## src/tfs_pkg.sv

```systemverilog
`timescale 1ns / 1ps
// ---------------------------------------------------------------------------
// tfs_pkg
// shared types and field widths of the tile fetch scheduler
// ---------------------------------------------------------------------------
package tfs_pkg;

    localparam int COORD_W = 18;
    localparam int ZOOM_W  = 5;
    localparam int WID_W   = 2;
    localparam int COUNT_W = 7;

    // one pending tile
    typedef struct packed {
        logic [COORD_W-1:0] x;
        logic [COORD_W-1:0] y;
        logic [ZOOM_W-1:0]  zoom;
    } entry_t;

    // state update and result chosen for one request
    typedef enum logic [2:0] {
        OP_NONE,
        OP_ASSIGN,
        OP_ENQUEUE,
        OP_DROP,
        OP_RELEASE,
        OP_IGNORE,
        OP_REMOVE
    } op_t;

    typedef struct packed {
        logic latch;
        op_t  op;
        logic scan_start;
        logic shift_start;
    } cmd_t;

    typedef struct packed {
        logic kind;
        logic any_free;
        logic queue_full;
        logic queue_empty;
        logic wid_busy;
        logic scan_done;
        logic shift_done;
    } status_t;

endpackage

```

## src/tfs_ctrl.sv

```systemverilog
`timescale 1ns / 1ps
// ---------------------------------------------------------------------------
// tfs_ctrl
// sequencer: takes a request, picks the action and drives the handshakes
// ---------------------------------------------------------------------------
module tfs_ctrl (
    input  logic            aclk,
    input  logic            aresetn,
    input  logic            s_valid,
    output logic            s_ready,
    output logic            m_valid,
    input  logic            m_ready,
    input  tfs_pkg::status_t st,
    output tfs_pkg::cmd_t   cmd
);

    typedef enum logic [4:0] {
        ST_IDLE   = 5'b00001,
        ST_DECIDE = 5'b00010,
        ST_SCAN   = 5'b00100,
        ST_SHIFT  = 5'b01000,
        ST_FINISH = 5'b10000
    } state_t;

    state_t state_reg, state_next;
    logic   m_valid_reg, m_valid_next;
    logic   out_free;

    // result slot can take a new result this cycle
    assign out_free = !m_valid_reg || m_ready;
    assign m_valid  = m_valid_reg;
    assign s_ready  = (state_reg == ST_IDLE);

    // next state and commands
    always_comb begin
        state_next      = state_reg;
        cmd.latch       = 1'b0;
        cmd.op          = tfs_pkg::OP_NONE;
        cmd.scan_start  = 1'b0;
        cmd.shift_start = 1'b0;
        case (state_reg)
            ST_IDLE: begin
                if (s_valid) begin
                    cmd.latch  = 1'b1;
                    state_next = ST_DECIDE;
                end
            end
            ST_DECIDE: begin
                if (!st.kind) begin
                    if (out_free) begin
                        if (st.any_free) begin
                            cmd.op = tfs_pkg::OP_ASSIGN;
                        end else if (st.queue_full) begin
                            cmd.op = tfs_pkg::OP_DROP;
                        end else begin
                            cmd.op = tfs_pkg::OP_ENQUEUE;
                        end
                        state_next = ST_IDLE;
                    end
                end else if (!st.wid_busy) begin
                    if (out_free) begin
                        cmd.op     = tfs_pkg::OP_IGNORE;
                        state_next = ST_IDLE;
                    end
                end else if (st.queue_empty) begin
                    if (out_free) begin
                        cmd.op     = tfs_pkg::OP_RELEASE;
                        state_next = ST_IDLE;
                    end
                end else begin
                    cmd.scan_start = 1'b1;
                    state_next     = ST_SCAN;
                end
            end
            ST_SCAN: begin
                if (st.scan_done) begin
                    cmd.shift_start = 1'b1;
                    state_next      = ST_SHIFT;
                end
            end
            ST_SHIFT: begin
                if (st.shift_done) begin
                    state_next = ST_FINISH;
                end
            end
            ST_FINISH: begin
                if (out_free) begin
                    cmd.op     = tfs_pkg::OP_REMOVE;
                    state_next = ST_IDLE;
                end
            end
            default: begin
                state_next = ST_IDLE;
            end
        endcase
    end

    // result valid holds until taken
    assign m_valid_next = (cmd.op != tfs_pkg::OP_NONE) || (m_valid_reg && !m_ready);

    always_ff @(posedge aclk) begin
        if (!aresetn) begin
            state_reg   <= ST_IDLE;
            m_valid_reg <= 1'b0;
        end else begin
            state_reg   <= state_next;
            m_valid_reg <= m_valid_next;
        end
    end

endmodule

```

## src/tfs_datapath.sv

```systemverilog
`timescale 1ns / 1ps
// ---------------------------------------------------------------------------
// tfs_datapath
// worker busy bits, pending queue memory, priority scan and queue compaction
// ---------------------------------------------------------------------------
module tfs_datapath #(
    parameter int WORKERS     = 4,
    parameter int QUEUE_DEPTH = 64,
    parameter int MAX_ZOOM    = 18
) (
    input  logic                               aclk,
    input  logic                               aresetn,
    input  tfs_pkg::cmd_t                      cmd,
    output tfs_pkg::status_t                   st,
    input  logic                               s_kind,
    input  logic [tfs_pkg::COORD_W-1:0]        s_tile_x,
    input  logic [tfs_pkg::COORD_W-1:0]        s_tile_y,
    input  logic [tfs_pkg::ZOOM_W-1:0]         s_tile_zoom,
    input  logic [tfs_pkg::WID_W-1:0]          s_worker_id,
    input  logic [tfs_pkg::COORD_W-1:0]        s_center_x,
    input  logic [tfs_pkg::COORD_W-1:0]        s_center_y,
    input  logic [tfs_pkg::ZOOM_W-1:0]         s_view_zoom,
    output logic                               m_dispatch_valid,
    output logic [tfs_pkg::WID_W-1:0]          m_dispatch_worker,
    output logic [tfs_pkg::COORD_W-1:0]        m_dispatch_x,
    output logic [tfs_pkg::COORD_W-1:0]        m_dispatch_y,
    output logic [tfs_pkg::ZOOM_W-1:0]         m_dispatch_zoom,
    output logic                               m_queued,
    output logic                               m_dropped,
    output logic [tfs_pkg::COUNT_W-1:0]        m_pending_count
);

    localparam int AW = $clog2(QUEUE_DEPTH);
    localparam int CW = $clog2(QUEUE_DEPTH + 1);
    localparam int WW = (WORKERS > 1) ? $clog2(WORKERS) : 1;
    localparam int SQ_W   = 2 * tfs_pkg::COORD_W;
    localparam int DIST_W = SQ_W + 1;
    localparam logic [tfs_pkg::ZOOM_W-1:0] ZMAX  = tfs_pkg::ZOOM_W'(MAX_ZOOM);
    localparam logic [tfs_pkg::ZOOM_W-1:0] ZMIN  = tfs_pkg::ZOOM_W'(1);
    localparam logic [CW-1:0]              QFULL = CW'(QUEUE_DEPTH);

    // latched request
    logic                        kind_reg;
    tfs_pkg::entry_t             req_reg;
    logic [tfs_pkg::WID_W-1:0]   wid_reg;
    logic [tfs_pkg::COORD_W-1:0] cx_reg, cy_reg;
    logic [tfs_pkg::ZOOM_W-1:0]  vz_reg, vz_clamped;

    // control state
    logic [WORKERS-1:0] busy_reg, busy_next;
    logic [CW-1:0]      total_reg, total_next;

    // queue memory
    logic [$bits(tfs_pkg::entry_t)-1:0] mem [QUEUE_DEPTH];
    logic                               wr_en;
    logic [AW-1:0]                      wr_addr, rd_addr;
    tfs_pkg::entry_t                    wr_data, rd_data_reg;

    // scan pipeline
    logic                        scan_active_reg;
    logic [CW-1:0]               scan_cnt_reg;
    logic                        p1_valid_reg, p2_valid_reg;
    logic [AW-1:0]               p1_idx_reg, p2_idx_reg;
    tfs_pkg::entry_t             p2_entry_reg;
    logic [SQ_W-1:0]             p2_sqx_reg, p2_sqy_reg;
    logic [tfs_pkg::ZOOM_W-1:0]  p2_gap_reg;
    logic [tfs_pkg::COORD_W-1:0] dx, dy;
    logic [SQ_W-1:0]             sqx, sqy;
    logic [tfs_pkg::ZOOM_W-1:0]  gap;
    logic [DIST_W-1:0]           cand_dist;
    logic                        better;

    // best candidate
    tfs_pkg::entry_t             best_entry_reg;
    logic [DIST_W-1:0]           best_dist_reg;
    logic [tfs_pkg::ZOOM_W-1:0]  best_gap_reg;
    logic [AW-1:0]               best_idx_reg;

    // compaction
    logic          sh_active_reg;
    logic [CW-1:0] sh_rd_reg;
    logic          sh_wr_valid_reg;
    logic [AW-1:0] sh_wr_addr_reg;

    // worker selection
    logic [WW-1:0]      free_idx;
    logic [WORKERS-1:0] free_mask, wid_mask;

    // result
    logic                        res_dv, res_q, res_dr;
    logic [tfs_pkg::WID_W-1:0]   res_dw;
    tfs_pkg::entry_t             res_entry;

    // view zoom clamp at capture
    always_comb begin
        vz_clamped = s_view_zoom;
        if (s_view_zoom < ZMIN) begin
            vz_clamped = ZMIN;
        end else if (s_view_zoom > ZMAX) begin
            vz_clamped = ZMAX;
        end
    end

    always_ff @(posedge aclk) begin
        if (cmd.latch) begin
            kind_reg     <= s_kind;
            req_reg.x    <= s_tile_x;
            req_reg.y    <= s_tile_y;
            req_reg.zoom <= s_tile_zoom;
            wid_reg      <= s_worker_id;
            cx_reg       <= s_center_x;
            cy_reg       <= s_center_y;
            vz_reg       <= vz_clamped;
        end
    end

    // lowest idle worker
    always_comb begin
        free_idx = '0;
        for (int i = WORKERS - 1; i >= 0; i--) begin
            if (!busy_reg[i]) begin
                free_idx = WW'(i);
            end
        end
    end

    assign free_mask = WORKERS'(1) << free_idx;
    // out-of-range ids shift out and match nothing
    assign wid_mask  = WORKERS'(1) << wid_reg;

    // status to the sequencer
    assign st.kind        = kind_reg;
    assign st.any_free    = !(&busy_reg);
    assign st.queue_full  = (total_reg == QFULL);
    assign st.queue_empty = (total_reg == '0);
    assign st.wid_busy    = |(busy_reg & wid_mask);
    assign st.scan_done   = !scan_active_reg && !p1_valid_reg && !p2_valid_reg;
    assign st.shift_done  = !sh_active_reg && !sh_wr_valid_reg;

    // busy bits, count and result per action
    always_comb begin
        busy_next  = busy_reg;
        total_next = total_reg;
        res_dv     = 1'b0;
        res_dw     = '0;
        res_entry  = '0;
        res_q      = 1'b0;
        res_dr     = 1'b0;
        case (cmd.op)
            tfs_pkg::OP_ASSIGN: begin
                busy_next = busy_reg | free_mask;
                res_dv    = 1'b1;
                res_dw    = tfs_pkg::WID_W'(free_idx);
                res_entry = req_reg;
            end
            tfs_pkg::OP_ENQUEUE: begin
                total_next = total_reg + CW'(1);
                res_q      = 1'b1;
            end
            tfs_pkg::OP_DROP: begin
                res_dr = 1'b1;
            end
            tfs_pkg::OP_RELEASE: begin
                busy_next = busy_reg & ~wid_mask;
            end
            tfs_pkg::OP_REMOVE: begin
                total_next = total_reg - CW'(1);
                res_dv     = 1'b1;
                res_dw     = wid_reg;
                res_entry  = best_entry_reg;
            end
            default: begin
            end
        endcase
    end

    // memory port selection
    assign wr_en   = (cmd.op == tfs_pkg::OP_ENQUEUE) || sh_wr_valid_reg;
    assign wr_addr = sh_wr_valid_reg ? sh_wr_addr_reg : total_reg[AW-1:0];
    assign wr_data = sh_wr_valid_reg ? rd_data_reg : req_reg;
    assign rd_addr = scan_active_reg ? scan_cnt_reg[AW-1:0] : sh_rd_reg[AW-1:0];

    always_ff @(posedge aclk) begin
        if (wr_en) begin
            mem[wr_addr] <= wr_data;
        end
        rd_data_reg <= mem[rd_addr];
    end

    // scan stage 1: distance terms of the entry just read
    assign dx  = (rd_data_reg.x >= cx_reg) ? rd_data_reg.x - cx_reg : cx_reg - rd_data_reg.x;
    assign dy  = (rd_data_reg.y >= cy_reg) ? rd_data_reg.y - cy_reg : cy_reg - rd_data_reg.y;
    assign sqx = SQ_W'(dx) * SQ_W'(dx);
    assign sqy = SQ_W'(dy) * SQ_W'(dy);
    assign gap = (rd_data_reg.zoom >= vz_reg) ? rd_data_reg.zoom - vz_reg
                                              : vz_reg - rd_data_reg.zoom;

    always_ff @(posedge aclk) begin
        if (p1_valid_reg) begin
            p2_idx_reg   <= p1_idx_reg;
            p2_entry_reg <= rd_data_reg;
            p2_sqx_reg   <= sqx;
            p2_sqy_reg   <= sqy;
            p2_gap_reg   <= gap;
        end
    end

    // scan stage 2: compare against the running best
    assign cand_dist = DIST_W'(p2_sqx_reg) + DIST_W'(p2_sqy_reg);
    assign better    = (p2_entry_reg.zoom == best_entry_reg.zoom) ? (cand_dist < best_dist_reg)
                                                                  : (p2_gap_reg < best_gap_reg);

    always_ff @(posedge aclk) begin
        if (p2_valid_reg && ((p2_idx_reg == '0) || better)) begin
            best_entry_reg <= p2_entry_reg;
            best_dist_reg  <= cand_dist;
            best_gap_reg   <= p2_gap_reg;
            best_idx_reg   <= p2_idx_reg;
        end
    end

    // output register
    always_ff @(posedge aclk) begin
        if (cmd.op != tfs_pkg::OP_NONE) begin
            m_dispatch_valid  <= res_dv;
            m_dispatch_worker <= res_dw;
            m_dispatch_x      <= res_entry.x;
            m_dispatch_y      <= res_entry.y;
            m_dispatch_zoom   <= res_entry.zoom;
            m_queued          <= res_q;
            m_dropped         <= res_dr;
            m_pending_count   <= tfs_pkg::COUNT_W'(total_next);
        end
    end

    // control registers: busy bits, count, scan issue and compaction sweep
    always_ff @(posedge aclk) begin
        if (!aresetn) begin
            busy_reg        <= '0;
            total_reg       <= '0;
            scan_active_reg <= 1'b0;
            scan_cnt_reg    <= '0;
            p1_valid_reg    <= 1'b0;
            p1_idx_reg      <= '0;
            p2_valid_reg    <= 1'b0;
            sh_active_reg   <= 1'b0;
            sh_rd_reg       <= '0;
            sh_wr_valid_reg <= 1'b0;
            sh_wr_addr_reg  <= '0;
        end else begin
            busy_reg  <= busy_next;
            total_reg <= total_next;

            // one entry read per cycle, oldest first
            p1_valid_reg <= scan_active_reg;
            p1_idx_reg   <= scan_cnt_reg[AW-1:0];
            p2_valid_reg <= p1_valid_reg;
            if (cmd.scan_start) begin
                scan_active_reg <= 1'b1;
                scan_cnt_reg    <= '0;
            end else if (scan_active_reg) begin
                scan_cnt_reg <= scan_cnt_reg + CW'(1);
                if (scan_cnt_reg + CW'(1) == total_reg) begin
                    scan_active_reg <= 1'b0;
                end
            end

            // move every entry after the best one down by one
            sh_wr_valid_reg <= sh_active_reg;
            sh_wr_addr_reg  <= AW'(sh_rd_reg - CW'(1));
            if (cmd.shift_start) begin
                sh_rd_reg     <= CW'(best_idx_reg) + CW'(1);
                sh_active_reg <= (CW'(best_idx_reg) + CW'(1) < total_reg);
            end else if (sh_active_reg) begin
                sh_rd_reg <= sh_rd_reg + CW'(1);
                if (!(sh_rd_reg + CW'(1) < total_reg)) begin
                    sh_active_reg <= 1'b0;
                end
            end
        end
    end

endmodule

```

## src/tile_fetch_scheduler.sv

```systemverilog
`timescale 1ns / 1ps
// new request, release or ignored completion: decided in the decide state, result registered once the slot is free
// a completion with pending entries: a priority scan of the queue, then compaction of the entries
// after the best one (none when the best is the last entry), then the result is registered
// one request in work at a time; a waiting result stalls
// reset clears the worker busy bits, the pending count and all control; queue memory
// keeps its contents and needs no clearing pass
// ---------------------------------------------------------------------------
// tile_fetch_scheduler
// hands tile requests to a pool of workers with a priority-scanned pending queue
// ---------------------------------------------------------------------------
module tile_fetch_scheduler #(
    parameter int WORKERS     = 4,
    parameter int QUEUE_DEPTH = 64,
    parameter int MAX_ZOOM    = 18
) (
    input  logic                        aclk,
    input  logic                        aresetn,
    input  logic                        s_valid,
    output logic                        s_ready,
    input  logic                        s_kind,
    input  logic [tfs_pkg::COORD_W-1:0] s_tile_x,
    input  logic [tfs_pkg::COORD_W-1:0] s_tile_y,
    input  logic [tfs_pkg::ZOOM_W-1:0]  s_tile_zoom,
    input  logic [tfs_pkg::WID_W-1:0]   s_worker_id,
    input  logic [tfs_pkg::COORD_W-1:0] s_center_x,
    input  logic [tfs_pkg::COORD_W-1:0] s_center_y,
    input  logic [tfs_pkg::ZOOM_W-1:0]  s_view_zoom,
    output logic                        m_valid,
    input  logic                        m_ready,
    output logic                        m_dispatch_valid,
    output logic [tfs_pkg::WID_W-1:0]   m_dispatch_worker,
    output logic [tfs_pkg::COORD_W-1:0] m_dispatch_x,
    output logic [tfs_pkg::COORD_W-1:0] m_dispatch_y,
    output logic [tfs_pkg::ZOOM_W-1:0]  m_dispatch_zoom,
    output logic                        m_queued,
    output logic                        m_dropped,
    output logic [tfs_pkg::COUNT_W-1:0] m_pending_count
);

    tfs_pkg::cmd_t    cmd;
    tfs_pkg::status_t st;

    // sequencer
    tfs_ctrl u_ctrl (
        .aclk    (aclk),
        .aresetn (aresetn),
        .s_valid (s_valid),
        .s_ready (s_ready),
        .m_valid (m_valid),
        .m_ready (m_ready),
        .st      (st),
        .cmd     (cmd)
    );

    // queue, workers and scan datapath
    tfs_datapath #(
        .WORKERS     (WORKERS),
        .QUEUE_DEPTH (QUEUE_DEPTH),
        .MAX_ZOOM    (MAX_ZOOM)
    ) u_datapath (
        .aclk              (aclk),
        .aresetn           (aresetn),
        .cmd               (cmd),
        .st                (st),
        .s_kind            (s_kind),
        .s_tile_x          (s_tile_x),
        .s_tile_y          (s_tile_y),
        .s_tile_zoom       (s_tile_zoom),
        .s_worker_id       (s_worker_id),
        .s_center_x        (s_center_x),
        .s_center_y        (s_center_y),
        .s_view_zoom       (s_view_zoom),
        .m_dispatch_valid  (m_dispatch_valid),
        .m_dispatch_worker (m_dispatch_worker),
        .m_dispatch_x      (m_dispatch_x),
        .m_dispatch_y      (m_dispatch_y),
        .m_dispatch_zoom   (m_dispatch_zoom),
        .m_queued          (m_queued),
        .m_dropped         (m_dropped),
        .m_pending_count   (m_pending_count)
    );

endmodule

```

## config.mk

```make
export PLATFORM = sky130hd
export DESIGN_NAME = tile_fetch_scheduler
export DESIGN_NICKNAME = d
export VERILOG_FILES = /design/src/tfs_pkg.sv /design/src/tfs_ctrl.sv /design/src/tfs_datapath.sv /design/src/tile_fetch_scheduler.sv
export SDC_FILE = /design/constraint.sdc
export NUM_CORES = 2
export LEC_CHECK = 0
export ABC_AREA = 1
export BUFFER_PORTS_ARGS = -buffer_cell sky130_fd_sc_hd__buf_4
export CORE_UTILIZATION = 35
export CTS_CLUSTER_DIAMETER = 120
export CTS_CLUSTER_SIZE = 12
export DETAILED_ROUTE_END_ITERATION = 6
export PLACE_DENSITY_LB_ADDON = 0.15
export SLEW_MARGIN = 5
export SYNTH_ARGS = -nofsm -noshare
export SYNTH_HDL_FRONTEND = slang
export SYNTH_HIERARCHICAL = 1
export SYNTH_SLANG_ARGS = --single-unit
```

## constraint.sdc

```tcl
create_clock -name aclk -period 13.5 [get_ports aclk]
set_input_delay 0.675 -clock aclk [delete_from_list [all_inputs] [get_ports aclk]]
set_output_delay 0.675 -clock aclk [all_outputs]
set_load 0.02 [all_outputs]
```

==> summary by stage <==
Die
The width of the die is 643.1 um. The initial utilization of the core area, before any placement, comes to 35.15%. The die extent in y is 643.1 um. The area of the core region is 409300 um^2.

During I/O placement, the number of pins put on the boundary was 144. The floorplan row count is 235. The die covers 413600 um^2.

Critical path
Along the worst path, the maximum fanout reaches 16. For the worst setup path, the data required time is 14.16 ns. By startpoint and endpoint, the worst setup path is classified as flip-flop to flip-flop. In this design, the stage delay of the slowest critical-path cell is 0.81 ns. The critical path arrival is 10.47 ns. STA classifies the critical path startpoint as a flip-flop. The category of the worst setup path capture point is a flip-flop. For this design, the slowest cell found on the critical path is sky130_fd_sc_hd__ha_1.

Clock network
In this run, CTS created clock tree buffers numbering 296. The number of buffers between clock root and the deepest sink is 4. Clock-pin slew was measured on the worst setup and hold paths at 0.07 ns. TritonCTS built the clock tree. The number of setup buffers added after CTS is 0. The tree built by TritonCTS fans out to 3062 sinks. The number of H-tree levels is 5. The clock reaches the later pin of the worst-skew pair after 0.93 ns. CTS placed an instance of sky130_fd_sc_hd__clkbuf_16 at the clock tree root.

Timing
Clock skew on the completed layout was measured at 0.04148 ns. The max-slew violation count came to 0. The final count of hold timing violations came to 0. Setup repair after global routing left no endpoint under its margin. Timing would allow up to 102.0 MHz. The worst pin sits at a relative slew slack of 5.471%. The final-layout setup total negative slack is 0 ns. The worst path uses 72.65% of the clock period.

The worst-margin pin slew is 1.408 ns. The clock period minus worst slack is 9.808 ns. The setup violation total in the final timing report is 0.

Placed design
The number of buffer cells added on primary ports is 143. The congestion estimate from routability-driven global placement came to 0.8544. Once placement finished, the instance area stood at 151500 um^2.

The placed wire-length estimate after detailed placement is 282.9 mm.

Synthesis
The number of synthesized register bits is 3062. The synthesized area per cell is 11.98 um^2. The most used flip-flop cell after synthesis is sky130_fd_sc_hd__edfxtp_1. The synthesized design devotes to its leading area cell type 62.06% of total area. Summing every instance area after synthesis gives 143900 um^2. By area the synthesized netlist is led by sky130_fd_sc_hd__edfxtp_1, sky130_fd_sc_hd__fa_1, sky130_fd_sc_hd__nor2_1, sky130_fd_sc_hd__o21ai_0, sky130_fd_sc_hd__ha_1. The proportion of synthesized flip-flops having asynchronous set or reset is 0%. The number of synthesis warnings is 6. The sequential-to-total area share from yosys stat is 63.30%. Counting every instance in the synthesized netlist gives 12008. The post-synth net total is 12938.

The synthesized design contains 2973 enable-type register cells. Summed over all instances, the cell type with the most area after synthesis is sky130_fd_sc_hd__edfxtp_1. The number of distinct library cells after synthesis is 66.

Final layout
In the layout the commonest cells are sky130_fd_sc_hd__edfxtp_1, sky130_fd_sc_hd__nor2_1, sky130_fd_sc_hd__o21ai_0, sky130_fd_sc_hd__inv_1, sky130_fd_sc_hd__nand2_1. The synthesis-to-layout area growth is 11.55%. In the final design database the tool counted 13012 nets.

The library cell used most frequently in the layout, excluding fill and tap cells, is sky130_fd_sc_hd__edfxtp_1. Once layout is complete, the utilization of the core stands at 39.21%. The finished layout cell area is 160500 um^2. The post-route netlist has 7.279% of its cells at a drive strength greater than 1. The top register by number of flip-flops is u_datapath/mem.

The number of flip-flops under the largest register name is 2624.

Routing
After detailed routing, the number of vias per cell comes to 5.399. The length of the first detailed-routing pass in iterations is 7. In this run, the number of DRC markers left after iteration 0 of detailed routing was 9151. The average wire per standard cell is 26.55 um. After detailed routing, the number of remaining DRC violations is 4. The routed layout has 95103 vias. The final layout contains routed wiring with a total length of 467.6 mm. The number of nets with antenna violations after detailed routing is 0.

Job
The max-cap violation count is 0.

Outcome
The flow ran to the end, but the final reports show violations. The checks that failed: DRC.

Global routing
Entering global routing, the biggest net connects 174 pins. The first global-routing pass estimated 675.3 mm of wire. The via count of the first global-routing pass is 94734. Global routing used 22.12% of the available tracks.

The total overflow left after global routing is 0. The number of antenna violations at the first check in global routing was 23.

Hold path
In this run the worst hold path is classified as input pin to flip-flop.
per-layer routing:
layer	share of wire, %	vias to the layer above	GRT usage, %
met5	0.0028	-	0
met4	1.9	2	4.307
met3	5.6	522	2.647
met2	49	2944	37.67
met1	44	48972	30.48
li1	-	42663	-
path summary, 6_finish.rpt:
kind | cells past startpoint | from | to | slack (ns)
max | 28 | u_datapath/rd_data_reg[23] | u_datapath/p2_sqx_reg[31] | 3.69
min | 3 | aresetn | u_ctrl/m_valid | 0.09
max reg2reg | 28 | u_datapath/rd_data_reg[23] | u_datapath/p2_sqx_reg[31] | 3.69
min reg2reg | 0 | u_datapath/p1_idx_reg[0] | u_datapath/p2_idx_reg[0] | 0.40
through the flow:
stage | hold WS [ns] | setup WS, ns | cells
after floorplan | 0.3855 | 6.450 | 12008
after global placement | 0.3883 | 3.782 | 17154
after detailed placement | 0.3887 | 3.715 | 17154
after CTS | 0.01741 | 3.690 | 17610
after global routing | 0.07430 | 3.143 | 17612
final | 0.09472 | 3.692 | 17616
cells by family after synthesis:
family / Yosys count / synth area share [%]
compound gates: 2827 / 11.66
buf+inv: 1785 / 5.018
simple gates: 3320 / 9.320
flops: 3062 / 63.30
xor+xnor: 171 / 1.072
mux: 2 / 0.01479
fa+ha+maj: 841 / 9.616
layout make-up:
type                    count  area, um^2
fillers                 38889      248800
flip-flops and latches   3062       91060
multi-input cells        7161       46590
clock buffers             346        7722
well taps                5451        6820
inverters                1135        4304
repair buffers            426        3551
clock inverters            29       411.6
diodes                      6       15.01
timing repair:
item	4_1_cts	5_1_grt
hold buffers	81	0
gates resized for setup	0	0
endpoints found under the hold margin	81	0
endpoints found under the setup margin	0	0
Yosys cell counts (29+ instances only):
cell type and instances:
sky130_fd_sc_hd__o221ai_1 205, sky130_fd_sc_hd__o22ai_1 298, sky130_fd_sc_hd__nor3_1 37, sky130_fd_sc_hd__xor2_1 131, sky130_fd_sc_hd__buf_2 214, sky130_fd_sc_hd__ha_1 400, sky130_fd_sc_hd__nand4_1 29, sky130_fd_sc_hd__o21ai_0 1294
sky130_fd_sc_hd__clkbuf_1 361, sky130_fd_sc_hd__a21oi_1 220, sky130_fd_sc_hd__o21ai_1 228, sky130_fd_sc_hd__xnor2_1 37, sky130_fd_sc_hd__nand3_1 401, sky130_fd_sc_hd__o211ai_1 456, sky130_fd_sc_hd__edfxtp_1 2973, sky130_fd_sc_hd__nor2_1 1903
sky130_fd_sc_hd__dfxtp_1 89, sky130_fd_sc_hd__fa_1 441, sky130_fd_sc_hd__o21bai_1 32, sky130_fd_sc_hd__inv_1 1103, sky130_fd_sc_hd__nand2_1 859
critical path, delay by kind of cell (launching register included):
kind                       cells  cell delay [ns]
DFF                            1             0.39
and+or+nand+nor               12             2.64
AOI/OAI and AO/OA              3             1.10
adders and majority gates      8             4.15
buffers and inverters          5             1.21
Power is not shown: default switching activity piles up to over one toggle a cycle in this logic, so the estimate is an artifact.
